--- src/rtl/dpc_pkg.sv ---
// ----------------------------------------------------------------------------
// dpc_pkg
// Shared types, constants and helpers of the depth back-projection pipeline.
// ----------------------------------------------------------------------------
package dpc_pkg;

    // depth grid size, pixels outside it give an invalid point
    localparam int GRID_COLUMNS = 1920;
    localparam int GRID_ROWS    = 1080;

    localparam int DEPTH_W = 16;
    localparam int PIX_W   = 12;
    localparam int OFS_W   = 16;   // pixel offset magnitude, Q12.4
    localparam int INV_W   = 24;   // reciprocal focal length, Q0.24
    localparam int CTR_W   = 16;
    localparam int FLIP_W  = 3;
    localparam int CFG_W   = 24;
    localparam int IDX_W   = 3;
    localparam int COORD_W = 24;   // Q8.16 result

    localparam int P1_W  = OFS_W + INV_W;       // offset * reciprocal
    localparam int P2_W  = P1_W + DEPTH_W;      // ... * depth
    localparam int SUM_W = P2_W + 1;
    localparam int Q_W   = 30;                  // quotient input of the /125 unit
    localparam int QS_W  = SUM_W - 15;          // after the /2^15 part of /4096000

    // x/y rounding: (p + 4096000/2) / 4096000 = ((p + 2048000) >> 15) / 125
    localparam logic [SUM_W-1:0] XY_HALF = SUM_W'(2048000);
    // a shifted value at or above this would give a magnitude above 2^23
    localparam logic [QS_W-1:0]  SAT_Q   = QS_W'(1048576125);

    // floor(q/125) = (q * ceil(2^37/125)) >> 37, exact for q below 2^30
    localparam int RECIP_SHIFT = 37;
    localparam int RECIP_W     = 31;
    localparam int PROD_W      = Q_W + RECIP_W;
    localparam logic [RECIP_W-1:0] RECIP_125 = RECIP_W'(1099511628);

    // z = (depth*65536 + 500)/1000 = (depth*8192 + 62)/125
    localparam logic [12:0] Z_LOW = 13'd62;

    localparam logic [COORD_W-1:0] POS_MAX = {1'b0, {(COORD_W-1){1'b1}}};
    localparam logic [COORD_W-1:0] NEG_MAG = {1'b1, {(COORD_W-1){1'b0}}};

    typedef logic [IDX_W-1:0] cfg_idx_t;
    localparam cfg_idx_t REG_INV_FOCAL_X = 3'd0;
    localparam cfg_idx_t REG_INV_FOCAL_Y = 3'd1;
    localparam cfg_idx_t REG_CENTER_X    = 3'd2;
    localparam cfg_idx_t REG_CENTER_Y    = 3'd3;
    localparam cfg_idx_t REG_NEAR_LIMIT  = 3'd4;
    localparam cfg_idx_t REG_FAR_LIMIT   = 3'd5;
    localparam cfg_idx_t REG_FLIP_MASK   = 3'd6;

    // per-item control bits carried alongside the data
    typedef struct packed {
        logic pix_ok;
        logic neg_x;
        logic neg_y;
        logic neg_z;
    } pt_ctl_t;

    // magnitude and sign to a saturated two's complement coordinate
    function automatic logic [COORD_W-1:0] pack_axis(input logic [COORD_W-1:0] mag,
                                                     input logic sat,
                                                     input logic neg);
        logic [COORD_W-1:0] res;
        if (neg)
        begin
            if (sat || mag > NEG_MAG)
                res = NEG_MAG;
            else
                res = ~mag + COORD_W'(1);
        end
        else
        begin
            if (sat || mag > POS_MAX)
                res = POS_MAX;
            else
                res = mag;
        end
        return res;
    endfunction

endpackage

--- src/rtl/dpc_front.sv ---
// ----------------------------------------------------------------------------
// dpc_front
// First stage: pixel qualification, centered offsets and sign selection.
// ----------------------------------------------------------------------------
module dpc_front (
    input  logic                       clk,
    input  logic                       en,
    input  logic [dpc_pkg::DEPTH_W-1:0] depth_mm,
    input  logic                       depth_finite,
    input  logic [dpc_pkg::PIX_W-1:0]  column,
    input  logic [dpc_pkg::PIX_W-1:0]  row,
    input  logic [dpc_pkg::CTR_W-1:0]  center_x,
    input  logic [dpc_pkg::CTR_W-1:0]  center_y,
    input  logic [dpc_pkg::DEPTH_W-1:0] near_limit,
    input  logic [dpc_pkg::DEPTH_W-1:0] far_limit,
    input  logic [dpc_pkg::FLIP_W-1:0] flip_mask,
    output dpc_pkg::pt_ctl_t           ctl_reg,
    output logic [dpc_pkg::OFS_W-1:0]  dx_reg,
    output logic [dpc_pkg::OFS_W-1:0]  dy_reg,
    output logic [dpc_pkg::DEPTH_W-1:0] depth_reg,
    output logic [dpc_pkg::Q_W-1:0]    zq_reg
);
    import dpc_pkg::*;

    logic [OFS_W-1:0] pos_x;
    logic [OFS_W-1:0] pos_y;
    logic             lt_x;
    logic             lt_y;
    logic             in_grid;
    pt_ctl_t          ctl_next;

    // pixel center in Q12.4
    assign pos_x = {column, 4'b1000};
    assign pos_y = {row, 4'b1000};
    assign lt_x  = pos_x < center_x;
    assign lt_y  = pos_y < center_y;

    assign in_grid = ({1'b0, column} < (PIX_W+1)'(GRID_COLUMNS))
                  && ({1'b0, row} < (PIX_W+1)'(GRID_ROWS));

    always_comb
    begin
        ctl_next.pix_ok = depth_finite && (depth_mm > near_limit)
                       && (depth_mm < far_limit) && in_grid;
        ctl_next.neg_x  = lt_x ^ flip_mask[0];
        // y is positive up, so the default sign is flipped
        ctl_next.neg_y  = lt_y ^ ~flip_mask[1];
        ctl_next.neg_z  = flip_mask[2];
    end

    always_ff @(posedge clk)
    begin
        if (en)
        begin
            ctl_reg   <= ctl_next;
            dx_reg    <= lt_x ? (center_x - pos_x) : (pos_x - center_x);
            dy_reg    <= lt_y ? (center_y - pos_y) : (pos_y - center_y);
            depth_reg <= depth_mm;
            zq_reg    <= Q_W'({depth_mm, Z_LOW});
        end
    end

endmodule

--- config.mk ---
export PLATFORM = sky130hd
export DESIGN_NAME = dpc_front
export DESIGN_NICKNAME = d
export VERILOG_FILES = /design/src/rtl/dpc_pkg.sv /design/src/rtl/dpc_front.sv
export SDC_FILE = /design/constraint.sdc
export NUM_CORES = 1
export LEC_CHECK = 0
export CORE_MARGIN = 8
export CORE_UTILIZATION = 65
export CTS_CLUSTER_DIAMETER = 80
export DETAILED_ROUTE_END_ITERATION = 6
export DONT_BUFFER_PORTS = 1
export PLACE_DENSITY = 0.84
export SLEW_MARGIN = 20
export SYNTH_ARGS = -nofsm -noshare
export SYNTH_HDL_FRONTEND = slang
export SYNTH_SLANG_ARGS = --single-unit
--- constraint.sdc ---
create_clock -name clk -period 3.7 [get_ports clk]
set_input_delay 0.74 -clock clk [delete_from_list [all_inputs] [get_ports clk]]
set_output_delay 0.74 -clock clk [all_outputs]
set_load 0.005 [all_outputs]
# Yosys cells after proc, flatten, opt, wreduce, memory -nomap -nowiden
# Index checks and enable logic that the tools add are counted.
dict set report word_totals {
  output_inout_bits 82
  reg_bits 52
}
dict set report op_classes {
  n_reduce_logical 4
  n_bitwise 3
  muxes 2
  add_sub_neg 4
  n_lt_le_gt_ge 6
}
# op n
set op_table {}
lappend op_table {{subtractor 16 bit} 4}
lappend op_table {{< comparator 16 bit} 3}
lappend op_table {{two-way mux 16 bit} 2}
lappend op_table {{< comparator 12 x 11 -> 1 bit, second input constant} 2}
lappend op_table {{> comparator 16 bit} 1}
lappend op_table {{logical AND 1 bit} 4}
lappend op_table {{XOR 1 bit} 2}
lappend op_table {{inverter 1 bit} 1}

# Depth between registers and ports, before layout
# Gate-level depths: netlist of the first run.
dict set report depth {
  word_depth 4
  depth_mapped 12
  depth_no_buf 10
}

# Worst setup path before layout of the first run
# OpenSTA, ideal clock, no wires.
dict set report synth_path {
  kind {input to register}
  start {input row[9] (netlist bit)}
  end {register dy_reg[1] (netlist bit) (data pin)}
  slack_ns 0.930
  required_time_ns 3.440
  setup_ns 0.260
  stages 10
  t_arrival_ns 2.510
  n_path_buf 2
  path_cell_list {inv_1 > ha_1 > buf_6 > a21o_1 > a21oi_1 > nor2b_1 > a311oi_2 > o21a_4 > buf_4 > mux2_2}
}
dict set report synth_between {
  elab_chain_cells 2
}
# element line_no
set synth_rtl {}
lappend synth_rtl {{start: declaration} dpc_front.sv:11} ;# input logic [dpc_pkg::PIX_W-1:0] row,
lappend synth_rtl {{< comparator 16 bit} dpc_front.sv:36} ;# assign lt_y = pos_y < center_y;
lappend synth_rtl {{two-way mux 16 bit} dpc_front.sv:57} ;# dy_reg <= lt_y ? (center_y - pos_y) : (pos_y - center_y);
lappend synth_rtl {{end signal: assignment} dpc_front.sv:57}
lappend synth_rtl {{end: declaration} dpc_front.sv:19} ;# output logic [dpc_pkg::OFS_W-1:0] dy_reg,
# No other way between the ends.
# A chain may end at the register's enable or synchronous reset.

# Worst setup path after layout of the first run
dict set report layout_path {
  start {input column[7] (netlist bit)}
  end {register dx_reg[12] (netlist bit) (data pin)}
}
dict set report layout_between {
  elab_chain_cells 2
  word_cells_on_any_way 4
}
# element line_no
set layout_rtl {}
lappend layout_rtl {{start: declaration} dpc_front.sv:10} ;# input logic [dpc_pkg::PIX_W-1:0] column,
lappend layout_rtl {{subtractor 16 bit / < comparator 16 bit (equally long branches)} {dpc_front.sv:56, dpc_front.sv:35}}
lappend layout_rtl {{two-way mux 16 bit (*)} dpc_front.sv:56} ;# dx_reg <= lt_x ? (center_x - pos_x) : (pos_x - center_x);
lappend layout_rtl {{end signal: assignment} dpc_front.sv:56}
lappend layout_rtl {{end: declaration} dpc_front.sv:18} ;# output logic [dpc_pkg::OFS_W-1:0] dx_reg,
# Every way passes the cells marked *; elsewhere a longest branch is shown, timed or not.

==> flow_summary.html, run 1 <==
<table>
<tr><th>Metric</th><th>Value</th></tr>
<tr><th colspan="2">Drt</th></tr>
<tr><td>Starting DRT DRC Count</td><td>141</td></tr>
<tr><td>Number of remaining DRC errors</td><td>0</td></tr>
<tr><td>Routed Wire Length</td><td>about 12 mm</td></tr>
<tr><td>Vias per Instance</td><td>5.948</td></tr>
<tr><td>DR WL/cell</td><td>18.54 µm</td></tr>
<tr><td>Via count</td><td>3694</td></tr>
<tr><td>First-pass iteration count of the detailed router</td><td>4</td></tr>
<tr><td>Remaining antenna violation count</td><td>0</td></tr>
<tr><th colspan="2">STA</th></tr>
<tr><td>Final setup TNS</td><td>0 ps</td></tr>
<tr><td>Total of endpoints with negative setup slack in the final report</td><td>0</td></tr>
<tr><td>Unrepaired setup endpoints after global routing</td><td>no</td></tr>
<tr><td>Fraction of the cycle the final worst path needs</td><td>0.7533</td></tr>
<tr><td>Clock period minus worst slack</td><td>2787 ps</td></tr>
<tr><td>Final hold vios</td><td>0</td></tr>
<tr><td>Top achievable clock speed</td><td>358.8 MHz</td></tr>
<tr><td>Count of final max-slew check failures</td><td>0</td></tr>
<tr><th colspan="2">Hold path</th></tr>
<tr><td>Hold Crit Class</td><td>in -&gt; reg</td></tr>
<tr><th colspan="2">Global route</th></tr>
<tr><td>Antenna violations before repair</td><td>0</td></tr>
<tr><td>Pin count of the biggest net entering global routing</td><td>53</td></tr>
<tr><td>GRT Resource Usage Total</td><td>0.2100</td></tr>
<tr><td>First-pass GRT wire length</td><td>17.46 mm</td></tr>
<tr><td>Via count of the first global-routing pass</td><td>approximately 3800</td></tr>
<tr><td>Overflow left after global routing</td><td>0</td></tr>
<tr><th colspan="2">Die</th></tr>
<tr><td>Placement Rows</td><td>32</td></tr>
<tr><td>Die area</td><td>10650 µm²</td></tr>
<tr><td>Height of the die</td><td>between 100 and 150 µm</td></tr>
<tr><td>Starting density of the core</td><td>0.6567</td></tr>
<tr><td>Placeable Area</td><td>between 7000 and 8000 µm²</td></tr>
<tr><td>Die X-Extent</td><td>103.2 µm</td></tr>
<tr><td>Count of boundary I/O pins</td><td>192</td></tr>
<tr><th colspan="2">Power and ir drop</th></tr>
<tr><td>Switching share of power</td><td>0.3088</td></tr>
<tr><td>Internal power consumption</td><td>about 1.2 mW</td></tr>
<tr><td>Leakage Power</td><td>2.386 nW</td></tr>
<tr><td>Power consumption</td><td>1.688 mW</td></tr>
<tr><td>Clk pwr share</td><td>0.235</td></tr>
<tr><td>Sequential share of power</td><td>0.488</td></tr>
<tr><td>Fraction of power consumed by combinational cells</td><td>0.277</td></tr>
<tr><td>Switching pwr</td><td>0.5212 mW</td></tr>
<tr><td>Largest voltage drop on the vdd net</td><td>0.0001445 V</td></tr>
<tr><td>Areal power density over the cells</td><td>342.9 nW/µm²</td></tr>
<tr><th colspan="2">Cells and area</th></tr>
<tr><td>Area overhead of the layout relative to synthesis</td><td>-0.4303%</td></tr>
<tr><td>Footprint of the multi-input gates</td><td>2765 µm²</td></tr>
<tr><td>Antenna Cells</td><td>0</td></tr>
<tr><td>Register area</td><td>1562 µm²</td></tr>
<tr><td>Ratio of cells with drive above 1 in the final layout</td><td>0.02697</td></tr>
<tr><td>Filler instances</td><td>between 600 and 700</td></tr>
<tr><td>Net count reported at finish</td><td>711</td></tr>
<tr><th colspan="2">Worst setup path</th></tr>
<tr><td>Endpoint required time on the critical path</td><td>approximately 3800 ps</td></tr>
<tr><td>Worst setup path category</td><td>in -&gt; reg</td></tr>
<tr><td>Sort of element at the start of the critical path</td><td>input port</td></tr>
<tr><td>CP endpoint kind</td><td>flop</td></tr>
<tr><td>Capturing instance or port of the critical path</td><td>dx_reg[12]</td></tr>
<tr><td>Crit-path max cell delay</td><td>410 ps</td></tr>
<tr><td>Number of cells on the critical path</td><td>10</td></tr>
<tr><td>Largest fanout on the critical path</td><td>24</td></tr>
<tr><td>Crit-path slowest cell</td><td>ha_1</td></tr>
<tr><td>CP delay by family, top</td><td>compound AO/OA/AOI/OAI gates</td></tr>
<tr><td>Number of buffers and inverters on the critical path</td><td>1</td></tr>
<tr><td>Sequence of cells on the critical path</td><td>inv_1 -&gt; ha_1 -&gt; a21oi_1 -&gt; o21ai_0 -&gt; a31oi_1 -&gt; nand2_1 -&gt; a31o_2 -&gt; a211oi_1 -&gt; a21oi_1 -&gt; xor2_1</td></tr>
<tr><td>Start point of the critical path</td><td>column[7]</td></tr>
<tr><td>Arrival time of the worst setup path</td><td>~2900 ps</td></tr>
<tr><td>Most used cell along the critical path</td><td>a21oi_1</td></tr>
<tr><th colspan="2">Yosys</th></tr>
<tr><td>Yosys synthesis warning count</td><td>0</td></tr>
<tr><td>Mapped cell area</td><td>4943 µm²</td></tr>
<tr><td>Most common flop cell mapped by yosys</td><td>edfxtp_1</td></tr>
<tr><td>Seq/Total Area, Yosys</td><td>0.3159</td></tr>
<tr><td>Leading cell type by number of instances after synthesis</td><td>inv_1</td></tr>
<tr><td>Unique cell type count in the Yosys netlist</td><td>51</td></tr>
<tr><td>Number of enable-type register cells in the synthesized netlist</td><td>52</td></tr>
<tr><td>Count of mapped cells out of synthesis</td><td>between 500 and 600</td></tr>
<tr><td>Yosys top cell by area</td><td>edfxtp_1</td></tr>
<tr><td>Mean Syn Cell Area</td><td>9.121 µm²</td></tr>
<tr><td>Fraction of registers with async set/reset</td><td>0</td></tr>
<tr><td>Flop and latch count out of synthesis</td><td>52</td></tr>
<tr><td>Cell types with the largest area share after synthesis</td><td>edfxtp_1 (32%), ha_1 (21%), inv_1 (7.2%)</td></tr>
<tr><td>Share of Yosys cell area claimed by the top area cell type</td><td>0.3159</td></tr>
<tr><td>Synth top cells by count</td><td>inv_1 (95), ha_1 (81), edfxtp_1 (52)</td></tr>
<tr><th colspan="2">Clock tree</th></tr>
<tr><td>Clock root buffer</td><td>clkbuf_8</td></tr>
<tr><td>Maximum clock insertion buffer count</td><td>2</td></tr>
<tr><td>Number of levels the H-tree was split into</td><td>2</td></tr>
<tr><td>Reg clk slew, reported paths</td><td>100 ps</td></tr>
<tr><td>Hold bufs inserted after CTS</td><td>0</td></tr>
<tr><td>CTS buffer count</td><td>5</td></tr>
<tr><td>Clock tree from TritonCTS</td><td>yes</td></tr>
<tr><td>Clock tree sinks</td><td>52</td></tr>
<tr><td>Cts repair resizes</td><td>0</td></tr>
<tr><td>Number of buffers inserted to repair setup after CTS</td><td>0</td></tr>
<tr><th colspan="2">Status</th></tr>
<tr><td>Status</td><td>complete, no violations</td></tr>
<tr><th colspan="2">Placed design</th></tr>
<tr><td>Gpl congestion</td><td>0.9351</td></tr>
<tr><td>Port Buffers</td><td>0</td></tr>
<tr><td>Placed wire-length estimate after detailed placement</td><td>9.650 mm</td></tr>
<tr><th colspan="2">Job</th></tr>
<tr><td>Max-cap check violation count</td><td>0</td></tr>
</table>
[cell usage in the layout, fill, tap and decap left out, types with 3 or more instances in the layout]
master / instances
nor2_1: 25
xor2_1: 14
a21o_1: 21
nand3_1: 3
a211oi_1: 7
edfxtp_1: 52
clkbuf_8: 5
conb_1: 14
mux2i_1: 5
nor3_1: 6
xnor2_1: 16
nand2_1: 26
inv_1: 95
o21bai_1: 7
a31oi_1: 6
nand2b_1: 5
a21oi_1: 44
nor2b_1: 7
nand4_1: 11
o21a_1: 6
ha_1: 81
o211ai_1: 5
o21ai_0: 26
[worst min-delay path by stage]
stage / slack, ps / depth (start not counted) / to / startpoint
floorplan: 840 / 0 / ctl_reg[0] / flip_mask[2]
global placement: 840 / 0 / zq_reg[20] / depth_mm[7]
detailed placement: 840 / 0 / zq_reg[19] / depth_mm[6]
CTS: 510 / 0 / dx_reg[0] / center_x[0]
global route: 500 / 0 / zq_reg[22] / depth_mm[9]
finish: 520 / 0 / zq_reg[22] / depth_mm[9]
[metal layers]
| metal | wire length [µm] | GRT usage | vias to the layer above |
|---|---|---|---|
| met5 | 0 | 0 | - |
| met4 | 331 | 0.08454 | 0 |
| met3 | 1219 | 0.07831 | 29 |
| met2 | 5909 | 0.3866 | 192 |
| met1 | 4055 | 0.2079 | 1713 |
| li1 | - | - | 1760 |
[final cells by class]
class	instances	share of cell area
Multi-Input combinational cell	364	0.5618
Sequential cell	52	0.3172
Inverter	95	0.07245
Tap cell	102	0.02593
Clock buffer	5	0.01398
Clock inverter	3	0.008643
[stage by stage]
stage | worst slack, ps | cell area (µm²) | hold slack, ps | util | cells
detailed placement | 680.4 | 4811 | 839.1 | 0.6391 | 613
global placement | 778.2 | 4811 | 839.1 | 0.6391 | 613
finish | 912.6 | 4922 | 520.3 | 0.6539 | 621
CTS | 1017 | 4922 | 513.7 | 0.6539 | 621
global route | 844.9 | 4922 | 501.3 | 0.6539 | 621
floorplan | 929.8 | 4989 | 838.9 | - | 554
[cells by family (layout without fill, tap and decap cells)]
family | after synthesis | after routing | synth area share
xor gates and xnor gates | 30 | 30 | 0.05315
adders and majority gates | 83 | 83 | 0.2131
muxes | 6 | 6 | 0.01240
other | 2 | 14 | 0.001519
buffers and inverters | 138 | 103 | 0.1339
and+or+nand+nor | 92 | 92 | 0.08960
DFF | 52 | 52 | 0.3159
AOI/OAI and AO/OA | 139 | 139 | 0.1805
[power by group through the flow]
stage | clock, mW | combinational (mW) | sequential [mW]
after floorplan | 0 | 0.418 | 0.807
after global placement | 0 | 0.440 | 0.840
after detailed placement | 0 | 0.461 | 0.842
after CTS | 0.402 | 0.462 | 0.829
after global routing | 0.428 | 0.529 | 0.838
final | 0.396 | 0.468 | 0.824
Power figures use the tool's default switching activity.
==> inputs of run 2 (changes only) <==
CORE_UTILIZATION = 59   (was 65)
PLACE_DENSITY = 0.81   (was 0.84)
clock period = 2.55 ns   (was 3.7 ns; I/O delays follow)
==> run 2 against run 1 <==
Global-route usage is 0.77 points lower. Sequential power increased by 46%. Via count up 2.4%. Worst hold slack worse by 240 ps. Total power grew 46%. Largest cell class unchanged. Highest routed layer unchanged.
==> flow_summary.html, run 2 (synthesis results as in run 1) <==
<table>
<tr><th>Metric</th><th>Value</th></tr>
<tr><th colspan="2">Status</th></tr>
<tr><td>Status</td><td>complete, no violations</td></tr>
<tr><th colspan="2">Drt</th></tr>
<tr><td>DR WL/cell</td><td>18.42 µm</td></tr>
<tr><td>Routed Wire Length</td><td>12.12 mm</td></tr>
<tr><td>Number of remaining DRC errors</td><td>0</td></tr>
<tr><td>Via count</td><td>~3800</td></tr>
<tr><td>Vias per Instance</td><td>approximately 5.7</td></tr>
<tr><td>Starting DRT DRC Count</td><td>155</td></tr>
<tr><td>Remaining antenna violation count</td><td>0</td></tr>
<tr><td>First-pass iteration count of the detailed router</td><td>4</td></tr>
<tr><th colspan="2">Die</th></tr>
<tr><td>Starting density of the core</td><td>0.6047</td></tr>
<tr><td>Placement Rows</td><td>33</td></tr>
<tr><td>Die X-Extent</td><td>107.5 µm</td></tr>
<tr><td>Placeable Area</td><td>8175 µm²</td></tr>
<tr><td>Die area</td><td>11560 µm²</td></tr>
<tr><td>Height of the die</td><td>107.5 µm</td></tr>
<tr><td>Count of boundary I/O pins</td><td>about 190</td></tr>
<tr><th colspan="2">Clock tree</th></tr>
<tr><td>Reg clk slew, reported paths</td><td>110 ps</td></tr>
<tr><td>Cts repair resizes</td><td>0</td></tr>
<tr><td>Maximum clock insertion buffer count</td><td>2</td></tr>
<tr><td>Number of levels the H-tree was split into</td><td>2</td></tr>
<tr><td>CTS buffer count</td><td>5</td></tr>
<tr><td>Clock root buffer</td><td>clkbuf_8</td></tr>
<tr><td>Clock tree from TritonCTS</td><td>yes</td></tr>
<tr><td>Number of buffers inserted to repair setup after CTS</td><td>0</td></tr>
<tr><td>Clock tree sinks</td><td>52</td></tr>
<tr><td>Hold bufs inserted after CTS</td><td>0</td></tr>
<tr><th colspan="2">Worst setup path</th></tr>
<tr><td>Largest fanout on the critical path</td><td>3</td></tr>
<tr><td>Endpoint required time on the critical path</td><td>2630 ps</td></tr>
<tr><td>CP endpoint kind</td><td>flop</td></tr>
<tr><td>Worst setup path category</td><td>in -&gt; reg</td></tr>
<tr><td>Sort of element at the start of the critical path</td><td>input port</td></tr>
<tr><td>Arrival time of the worst setup path</td><td>2450 ps</td></tr>
<tr><th colspan="2">Cells and area</th></tr>
<tr><td>Net count reported at finish</td><td>745</td></tr>
<tr><td>Post-route cell area</td><td>5164 µm²</td></tr>
<tr><td>Most common library cell in the layout ignoring fill and taps</td><td>inv_1</td></tr>
<tr><td>Most frequent cells in the layout</td><td>inv_1 (95), ha_1 (81), edfxtp_1 (52), a21oi_1 (44), buf_4 (34)</td></tr>
<tr><td>Final standard cell count with taps included and fillers excluded</td><td>roughly 660</td></tr>
<tr><td>Filler instances</td><td>683</td></tr>
<tr><td>Antenna Cells</td><td>0</td></tr>
<tr><td>Ratio of cells with drive above 1 in the final layout</td><td>0.08680</td></tr>
<tr><td>Area overhead of the layout relative to synthesis</td><td>4.455%</td></tr>
<tr><th colspan="2">Global route</th></tr>
<tr><td>Pin count of the biggest net entering global routing</td><td>53</td></tr>
<tr><td>GRT Resource Usage Total</td><td>0.2023</td></tr>
<tr><td>Antenna violations before repair</td><td>0</td></tr>
<tr><td>Overflow left after global routing</td><td>0</td></tr>
<tr><td>Via count of the first global-routing pass</td><td>3899</td></tr>
<tr><td>First-pass GRT wire length</td><td>18.94 mm</td></tr>
<tr><th colspan="2">STA</th></tr>
<tr><td>Final hold vios</td><td>0</td></tr>
<tr><td>Fraction of the cycle the final worst path needs</td><td>0.9303</td></tr>
<tr><td>Count of final max-slew check failures</td><td>0</td></tr>
<tr><td>Clock period minus worst slack</td><td>2372 ps</td></tr>
<tr><td>Top achievable clock speed</td><td>roughly 420 MHz</td></tr>
<tr><td>Unrepaired setup endpoints after global routing</td><td>no</td></tr>
<tr><td>Total of endpoints with negative setup slack in the final report</td><td>0</td></tr>
<tr><th colspan="2">Hold path</th></tr>
<tr><td>Hold path startpoint</td><td>depth_mm[10]</td></tr>
<tr><td>End of the worst hold path</td><td>zq_reg[23]</td></tr>
<tr><td>Hold Crit Class</td><td>in -&gt; reg</td></tr>
<tr><td>Number of stages on the worst hold path</td><td>0</td></tr>
<tr><th colspan="2">Placed design</th></tr>
<tr><td>Port Buffers</td><td>0</td></tr>
<tr><td>Count of placed standard cells including taps</td><td>650</td></tr>
<tr><td>Placed wire-length estimate after detailed placement</td><td>10.30 mm</td></tr>
<tr><td>Gpl congestion</td><td>0.8850</td></tr>
<tr><td>Area after DPL</td><td>5070 µm²</td></tr>
<tr><th colspan="2">Power and ir drop</th></tr>
<tr><td>Areal power density over the cells</td><td>475.8 nW/µm²</td></tr>
<tr><td>Leakage Power</td><td>2.539 nW</td></tr>
<tr><td>Power consumption</td><td>2.457 mW</td></tr>
<tr><td>Largest voltage drop on the vdd net</td><td>approximately 0.00023 V</td></tr>
<tr><th colspan="2">Job</th></tr>
<tr><td>Max-cap check violation count</td><td>0</td></tr>
</table>
==> run 2: cell count changes in the layout (fill, tap and decap cells not counted) <==
cell	previous run	this run
buf_4	0	34
inv_6	0	2
clkinv_2	1	0
bufinv_16	1	0
==> run 2: layout make-up <==
class	count	area, µm²	share of cell area
multi-input combinational	364	2765	0.5355
sequential	52	1562	0.3024
inverter	95	356.6	0.06906
timing repair buffer	34	255.2	0.04943
tap	105	131.4	0.02544
clock buffer	5	68.82	0.01333
clock inverter	3	25.02	0.004846
==> run 2: routing by layer <==
layer  track usage  wire length, µm  vias up
li1              -                -     1834
met1        0.2170             4599     1762
met2        0.3658             6104      167
met3       0.06407             1161       20
met4       0.06640              257        0
met5             0                0        -
==> run 2: worst max path at each step <==
| stage | from | to | slack, ps | depth (start not counted) |
|---|---|---|---|---|
| 6_report | column[0] | dx_reg[13] | 180 | 10 |
| 5_1_grt | column[0] | dx_reg[13] | 40 | 10 |
| 4_1_cts | column[0] | dx_reg[13] | 220 | 10 |
| 3_5_place_dp | column[0] | dx_reg[13] | -120 | 10 |
| 3_3_place_gp | column[0] | dx_reg[13] | -70 | 10 |
| 2_1_floorplan | row[9] | dy_reg[1] | 10 | 10 |
==> run 2: power breakdown <==
| group | internal [mW] | switching (mW) | total (mW) |
|---|---|---|---|
| combinational | 0.355 | 0.394 | 0.749 |
| clock | 0.201 | 0.311 | 0.512 |
| sequential | 1.11 | 0.0894 | 1.20 |
==> run 2: stage by stage <==
stage / setup TNS, ps / hold slack (ps) / util / setup WS (ps)
floorplan: 0 / 608.9 / - / 9.779
global placement: -157.8 / 609.0 / 0.6201 / -73.98
detailed placement: -940.9 / 609.1 / 0.6201 / -124.2
CTS: 0 / 271.2 / 0.6316 / 224.3
global route: 0 / 262.8 / 0.6316 / 42.06
finish: 0 / 282.9 / 0.6316 / 177.7
==> run 2: critical path: stages <==
cell,delay (ps)
inv_1,20
ha_1,320
ha_1,210
a2111o_1,400
a31oi_1,230
o21ai_0,120
a21oi_1,260
nand3b_1,140
a31oi_1,90
xnor2_1,150
==> inputs of run 3 (changes only) <==
ABC_AREA = 1   (was default)
CORE_UTILIZATION = 50   (was 59)
PLACE_DENSITY = 0.71   (was 0.81)
==> run 3 against run 2 <==
Via count is 37% higher. Clock-buffer cell count stayed put. Combinational power is 28% higher. Worst hold slack better by 21 ps. Sequential power hardly changed. Design area is 24% higher. Non-clock buffer count is 29 lower. Flip-flop and latch count stayed put. Setup slack better by 400 ps. Clock power is 37% higher. Maximum frequency is 20% higher. Die area is 42% higher. Highest routed layer unchanged.
==> flow_summary.html, run 3 <==
<table>
<tr><th>Metric</th><th>Value</th></tr>
<tr><th colspan="2">Cells and area</th></tr>
<tr><td>Net count reported at finish</td><td>1093</td></tr>
<tr><td>Register area</td><td>1562 µm²</td></tr>
<tr><td>Filler instances</td><td>1270</td></tr>
<tr><td>Most frequent cells in the layout</td><td>nand2_1 (320), inv_1 (191), ha_1 (81), edfxtp_1 (52), a21oi_1 (45)</td></tr>
<tr><td>Footprint of the multi-input gates</td><td>3690 µm²</td></tr>
<tr><td>Final standard cell count with taps included and fillers excluded</td><td>1073</td></tr>
<tr><td>Area overhead of the layout relative to synthesis</td><td>1.877%</td></tr>
<tr><td>Ratio of cells with drive above 1 in the final layout</td><td>0.06770</td></tr>
<tr><td>Most common library cell in the layout ignoring fill and taps</td><td>nand2_1</td></tr>
<tr><td>Final standard cell utilization of the core</td><td>0.5143</td></tr>
<tr><td>Antenna Cells</td><td>0</td></tr>
<tr><th colspan="2">Yosys</th></tr>
<tr><td>Seq/Total Area, Yosys</td><td>0.2492</td></tr>
<tr><td>Yosys synthesis warning count</td><td>0</td></tr>
<tr><td>Yosys top cell by area</td><td>edfxtp_1</td></tr>
<tr><td>Synth top cells by count</td><td>nand2_1 (320), inv_1 (191), ha_1 (81)</td></tr>
<tr><td>Leading cell type by number of instances after synthesis</td><td>nand2_1</td></tr>
<tr><td>Mean Syn Cell Area</td><td>6.812 µm²</td></tr>
<tr><td>Fraction of registers with async set/reset</td><td>0</td></tr>
<tr><td>Mapped cell area</td><td>roughly 6300 µm²</td></tr>
<tr><td>Count of mapped cells out of synthesis</td><td>920</td></tr>
<tr><td>Unique cell type count in the Yosys netlist</td><td>31</td></tr>
<tr><td>Flop and latch count out of synthesis</td><td>52</td></tr>
<tr><td>Cell types with the largest area share after synthesis</td><td>edfxtp_1 (25%), nand2_1 (19%), ha_1 (16%)</td></tr>
<tr><td>Share of Yosys cell area claimed by the top area cell type</td><td>0.2492</td></tr>
<tr><td>Most common flop cell mapped by yosys</td><td>edfxtp_1</td></tr>
<tr><td>Number of enable-type register cells in the synthesized netlist</td><td>52</td></tr>
<tr><th colspan="2">Worst setup path</th></tr>
<tr><td>CP endpoint kind</td><td>flop</td></tr>
<tr><td>Largest fanout on the critical path</td><td>22</td></tr>
<tr><td>Sort of element at the start of the critical path</td><td>input port</td></tr>
<tr><td>Arrival time of the worst setup path</td><td>roughly 2000 ps</td></tr>
<tr><td>Worst setup path category</td><td>in -&gt; reg</td></tr>
<tr><td>Endpoint required time on the critical path</td><td>2610 ps</td></tr>
<tr><th colspan="2">Drt</th></tr>
<tr><td>Via count</td><td>5179</td></tr>
<tr><td>Number of remaining DRC errors</td><td>0</td></tr>
<tr><td>Remaining antenna violation count</td><td>0</td></tr>
<tr><td>DR WL/cell</td><td>roughly 14 µm</td></tr>
<tr><td>Vias per Instance</td><td>4.827</td></tr>
<tr><td>First-pass iteration count of the detailed router</td><td>7</td></tr>
<tr><td>Routed Wire Length</td><td>around 15 mm</td></tr>
<tr><td>Starting DRT DRC Count</td><td>250</td></tr>
<tr><th colspan="2">Global route</th></tr>
<tr><td>Antenna violations before repair</td><td>0</td></tr>
<tr><td>Met3 Use GR</td><td>0.02953</td></tr>
<tr><td>Overflow left after global routing</td><td>0</td></tr>
<tr><td>GRT Resource Usage Total</td><td>0.1799</td></tr>
<tr><td>Pin count of the biggest net entering global routing</td><td>53</td></tr>
<tr><td>Via count of the first global-routing pass</td><td>4954</td></tr>
<tr><td>Global routing's busiest layer</td><td>met2</td></tr>
<tr><td>Met2 track demand over resource in global routing</td><td>0.3370</td></tr>
<tr><td>Global-route track usage on met1</td><td>0.2015</td></tr>
<tr><td>First-pass GRT wire length</td><td>23.89 mm</td></tr>
<tr><th colspan="2">Job</th></tr>
<tr><td>Max-cap check violation count</td><td>0</td></tr>
<tr><th colspan="2">Die</th></tr>
<tr><td>Starting density of the core</td><td>0.5048</td></tr>
<tr><td>Die area</td><td>16370 µm²</td></tr>
<tr><td>Die X-Extent</td><td>128.0 µm</td></tr>
<tr><td>Placement Rows</td><td>41</td></tr>
<tr><td>Placeable Area</td><td>12410 µm²</td></tr>
<tr><td>Height of the die</td><td>128.0 µm</td></tr>
<tr><td>Count of boundary I/O pins</td><td>192</td></tr>
<tr><th colspan="2">Clock tree</th></tr>
<tr><td>Maximum clock insertion buffer count</td><td>2</td></tr>
<tr><td>Clock root buffer</td><td>clkbuf_16</td></tr>
<tr><td>Number of buffers inserted to repair setup after CTS</td><td>0</td></tr>
<tr><td>Cts repair resizes</td><td>0</td></tr>
<tr><td>CTS buffer count</td><td>5</td></tr>
<tr><td>Clock tree from TritonCTS</td><td>yes</td></tr>
<tr><td>Hold bufs inserted after CTS</td><td>0</td></tr>
<tr><td>Reg clk slew, reported paths</td><td>70 ps</td></tr>
<tr><td>Number of levels the H-tree was split into</td><td>2</td></tr>
<tr><td>Clock tree sinks</td><td>52</td></tr>
<tr><th colspan="2">Power and ir drop</th></tr>
<tr><td>Areal power density over the cells</td><td>~440 nW/µm²</td></tr>
<tr><td>Leakage Power</td><td>3.631 nW</td></tr>
<tr><td>Largest voltage drop on the vdd net</td><td>roughly 0.00024 V</td></tr>
<tr><th colspan="2">Hold path</th></tr>
<tr><td>Number of stages on the worst hold path</td><td>0</td></tr>
<tr><td>Hold Crit Class</td><td>in -&gt; reg</td></tr>
<tr><th colspan="2">STA</th></tr>
<tr><td>Total of endpoints with negative setup slack in the final report</td><td>0</td></tr>
<tr><td>Unrepaired setup endpoints after global routing</td><td>no</td></tr>
<tr><td>Final setup TNS</td><td>0 ps</td></tr>
<tr><td>Count of final max-slew check failures</td><td>0</td></tr>
<tr><td>Clock period minus worst slack</td><td>1977 ps</td></tr>
<tr><td>Final hold vios</td><td>0</td></tr>
<tr><td>Top achievable clock speed</td><td>around 510 MHz</td></tr>
<tr><td>Fraction of the cycle the final worst path needs</td><td>0.7752</td></tr>
<tr><th colspan="2">Placed design</th></tr>
<tr><td>Port Buffers</td><td>0</td></tr>
<tr><td>Count of placed standard cells including taps</td><td>1065</td></tr>
<tr><td>Gpl congestion</td><td>0.9465</td></tr>
<tr><td>Placed wire-length estimate after detailed placement</td><td>12.97 mm</td></tr>
<tr><th colspan="2">Status</th></tr>
<tr><td>Status</td><td>complete, no violations</td></tr>
</table>
## run 3: cell types whose count changed after synthesis, sizes merged, moves of 6 or more
cell and delta:
xor2 +10, o21ai -12, inv +99, a21o -21, nor2b -7, nand4 +10, nor2 +10, a31oi -6
xnor2 -12, nand3 +41, nand2 +314, a211oi -7
## run 3: final timing paths
kind,start,end,slack [ps]
worst max-delay path,row[2],dy_reg[8],570
worst min-delay path,depth_mm[0],zq_reg[13],300
## run 3: worst max-delay path, stage by stage
cell and delay, ps:
inv_1 20, ha_1 410, nand2_2 120, nor2_4 150, nand2_1 80, nand3_2 90, nand3_2 90, nand2_4 260
inv_2 150, nand2_1 100, nand2_1 50
## run 3: cell type report
class,instances,share of cell area
sequential,52,0.2446
clock buffer,5,0.01960
timing repair buffer,5,0.005879
tap,172,0.03371
inverter,194,0.1141
multi-input combinational,642,0.5779
clock inverter,3,0.004311
## run 3: report_power, final
part           total [mW]  switching, mW  internal [mW]  leakage (nW)
registers            1.18         0.0863           1.09         0.507
clock network       0.700          0.327          0.373        0.0719
logic               0.961          0.609          0.353          3.05
## run 3: per-layer routing
metal  routed length, µm  vias to the layer above
met5                   0                        -
met4                 260                        0
met3                 688                       16
met2                7708                      122
met1                6193                     2287
li1                    -                     2754
## run 3: cell families after synthesis
logic type / share of synthesized area
compound gates: 0.06329
xor+xnor: 0.03913
fa+ha+maj: 0.1681
buf+inv: 0.1693
flops: 0.2492
other cells: 0.001198
simple gates: 0.3098
## run 3: through the flow
step           total power, mW  cell area, µm²  worst slack [ps]  hold WS (ps)
2_1_floorplan            1.997            6312             554.9         608.9
5_1_grt                  3.053            6385             403.7         293.3
3_3_place_gp             2.151            6232             318.5         609.0
4_1_cts                  2.871            6385             570.1         297.4
6_report                 2.841            6385             573.3         304.1
3_5_place_dp             2.166            6232             247.0         609.0
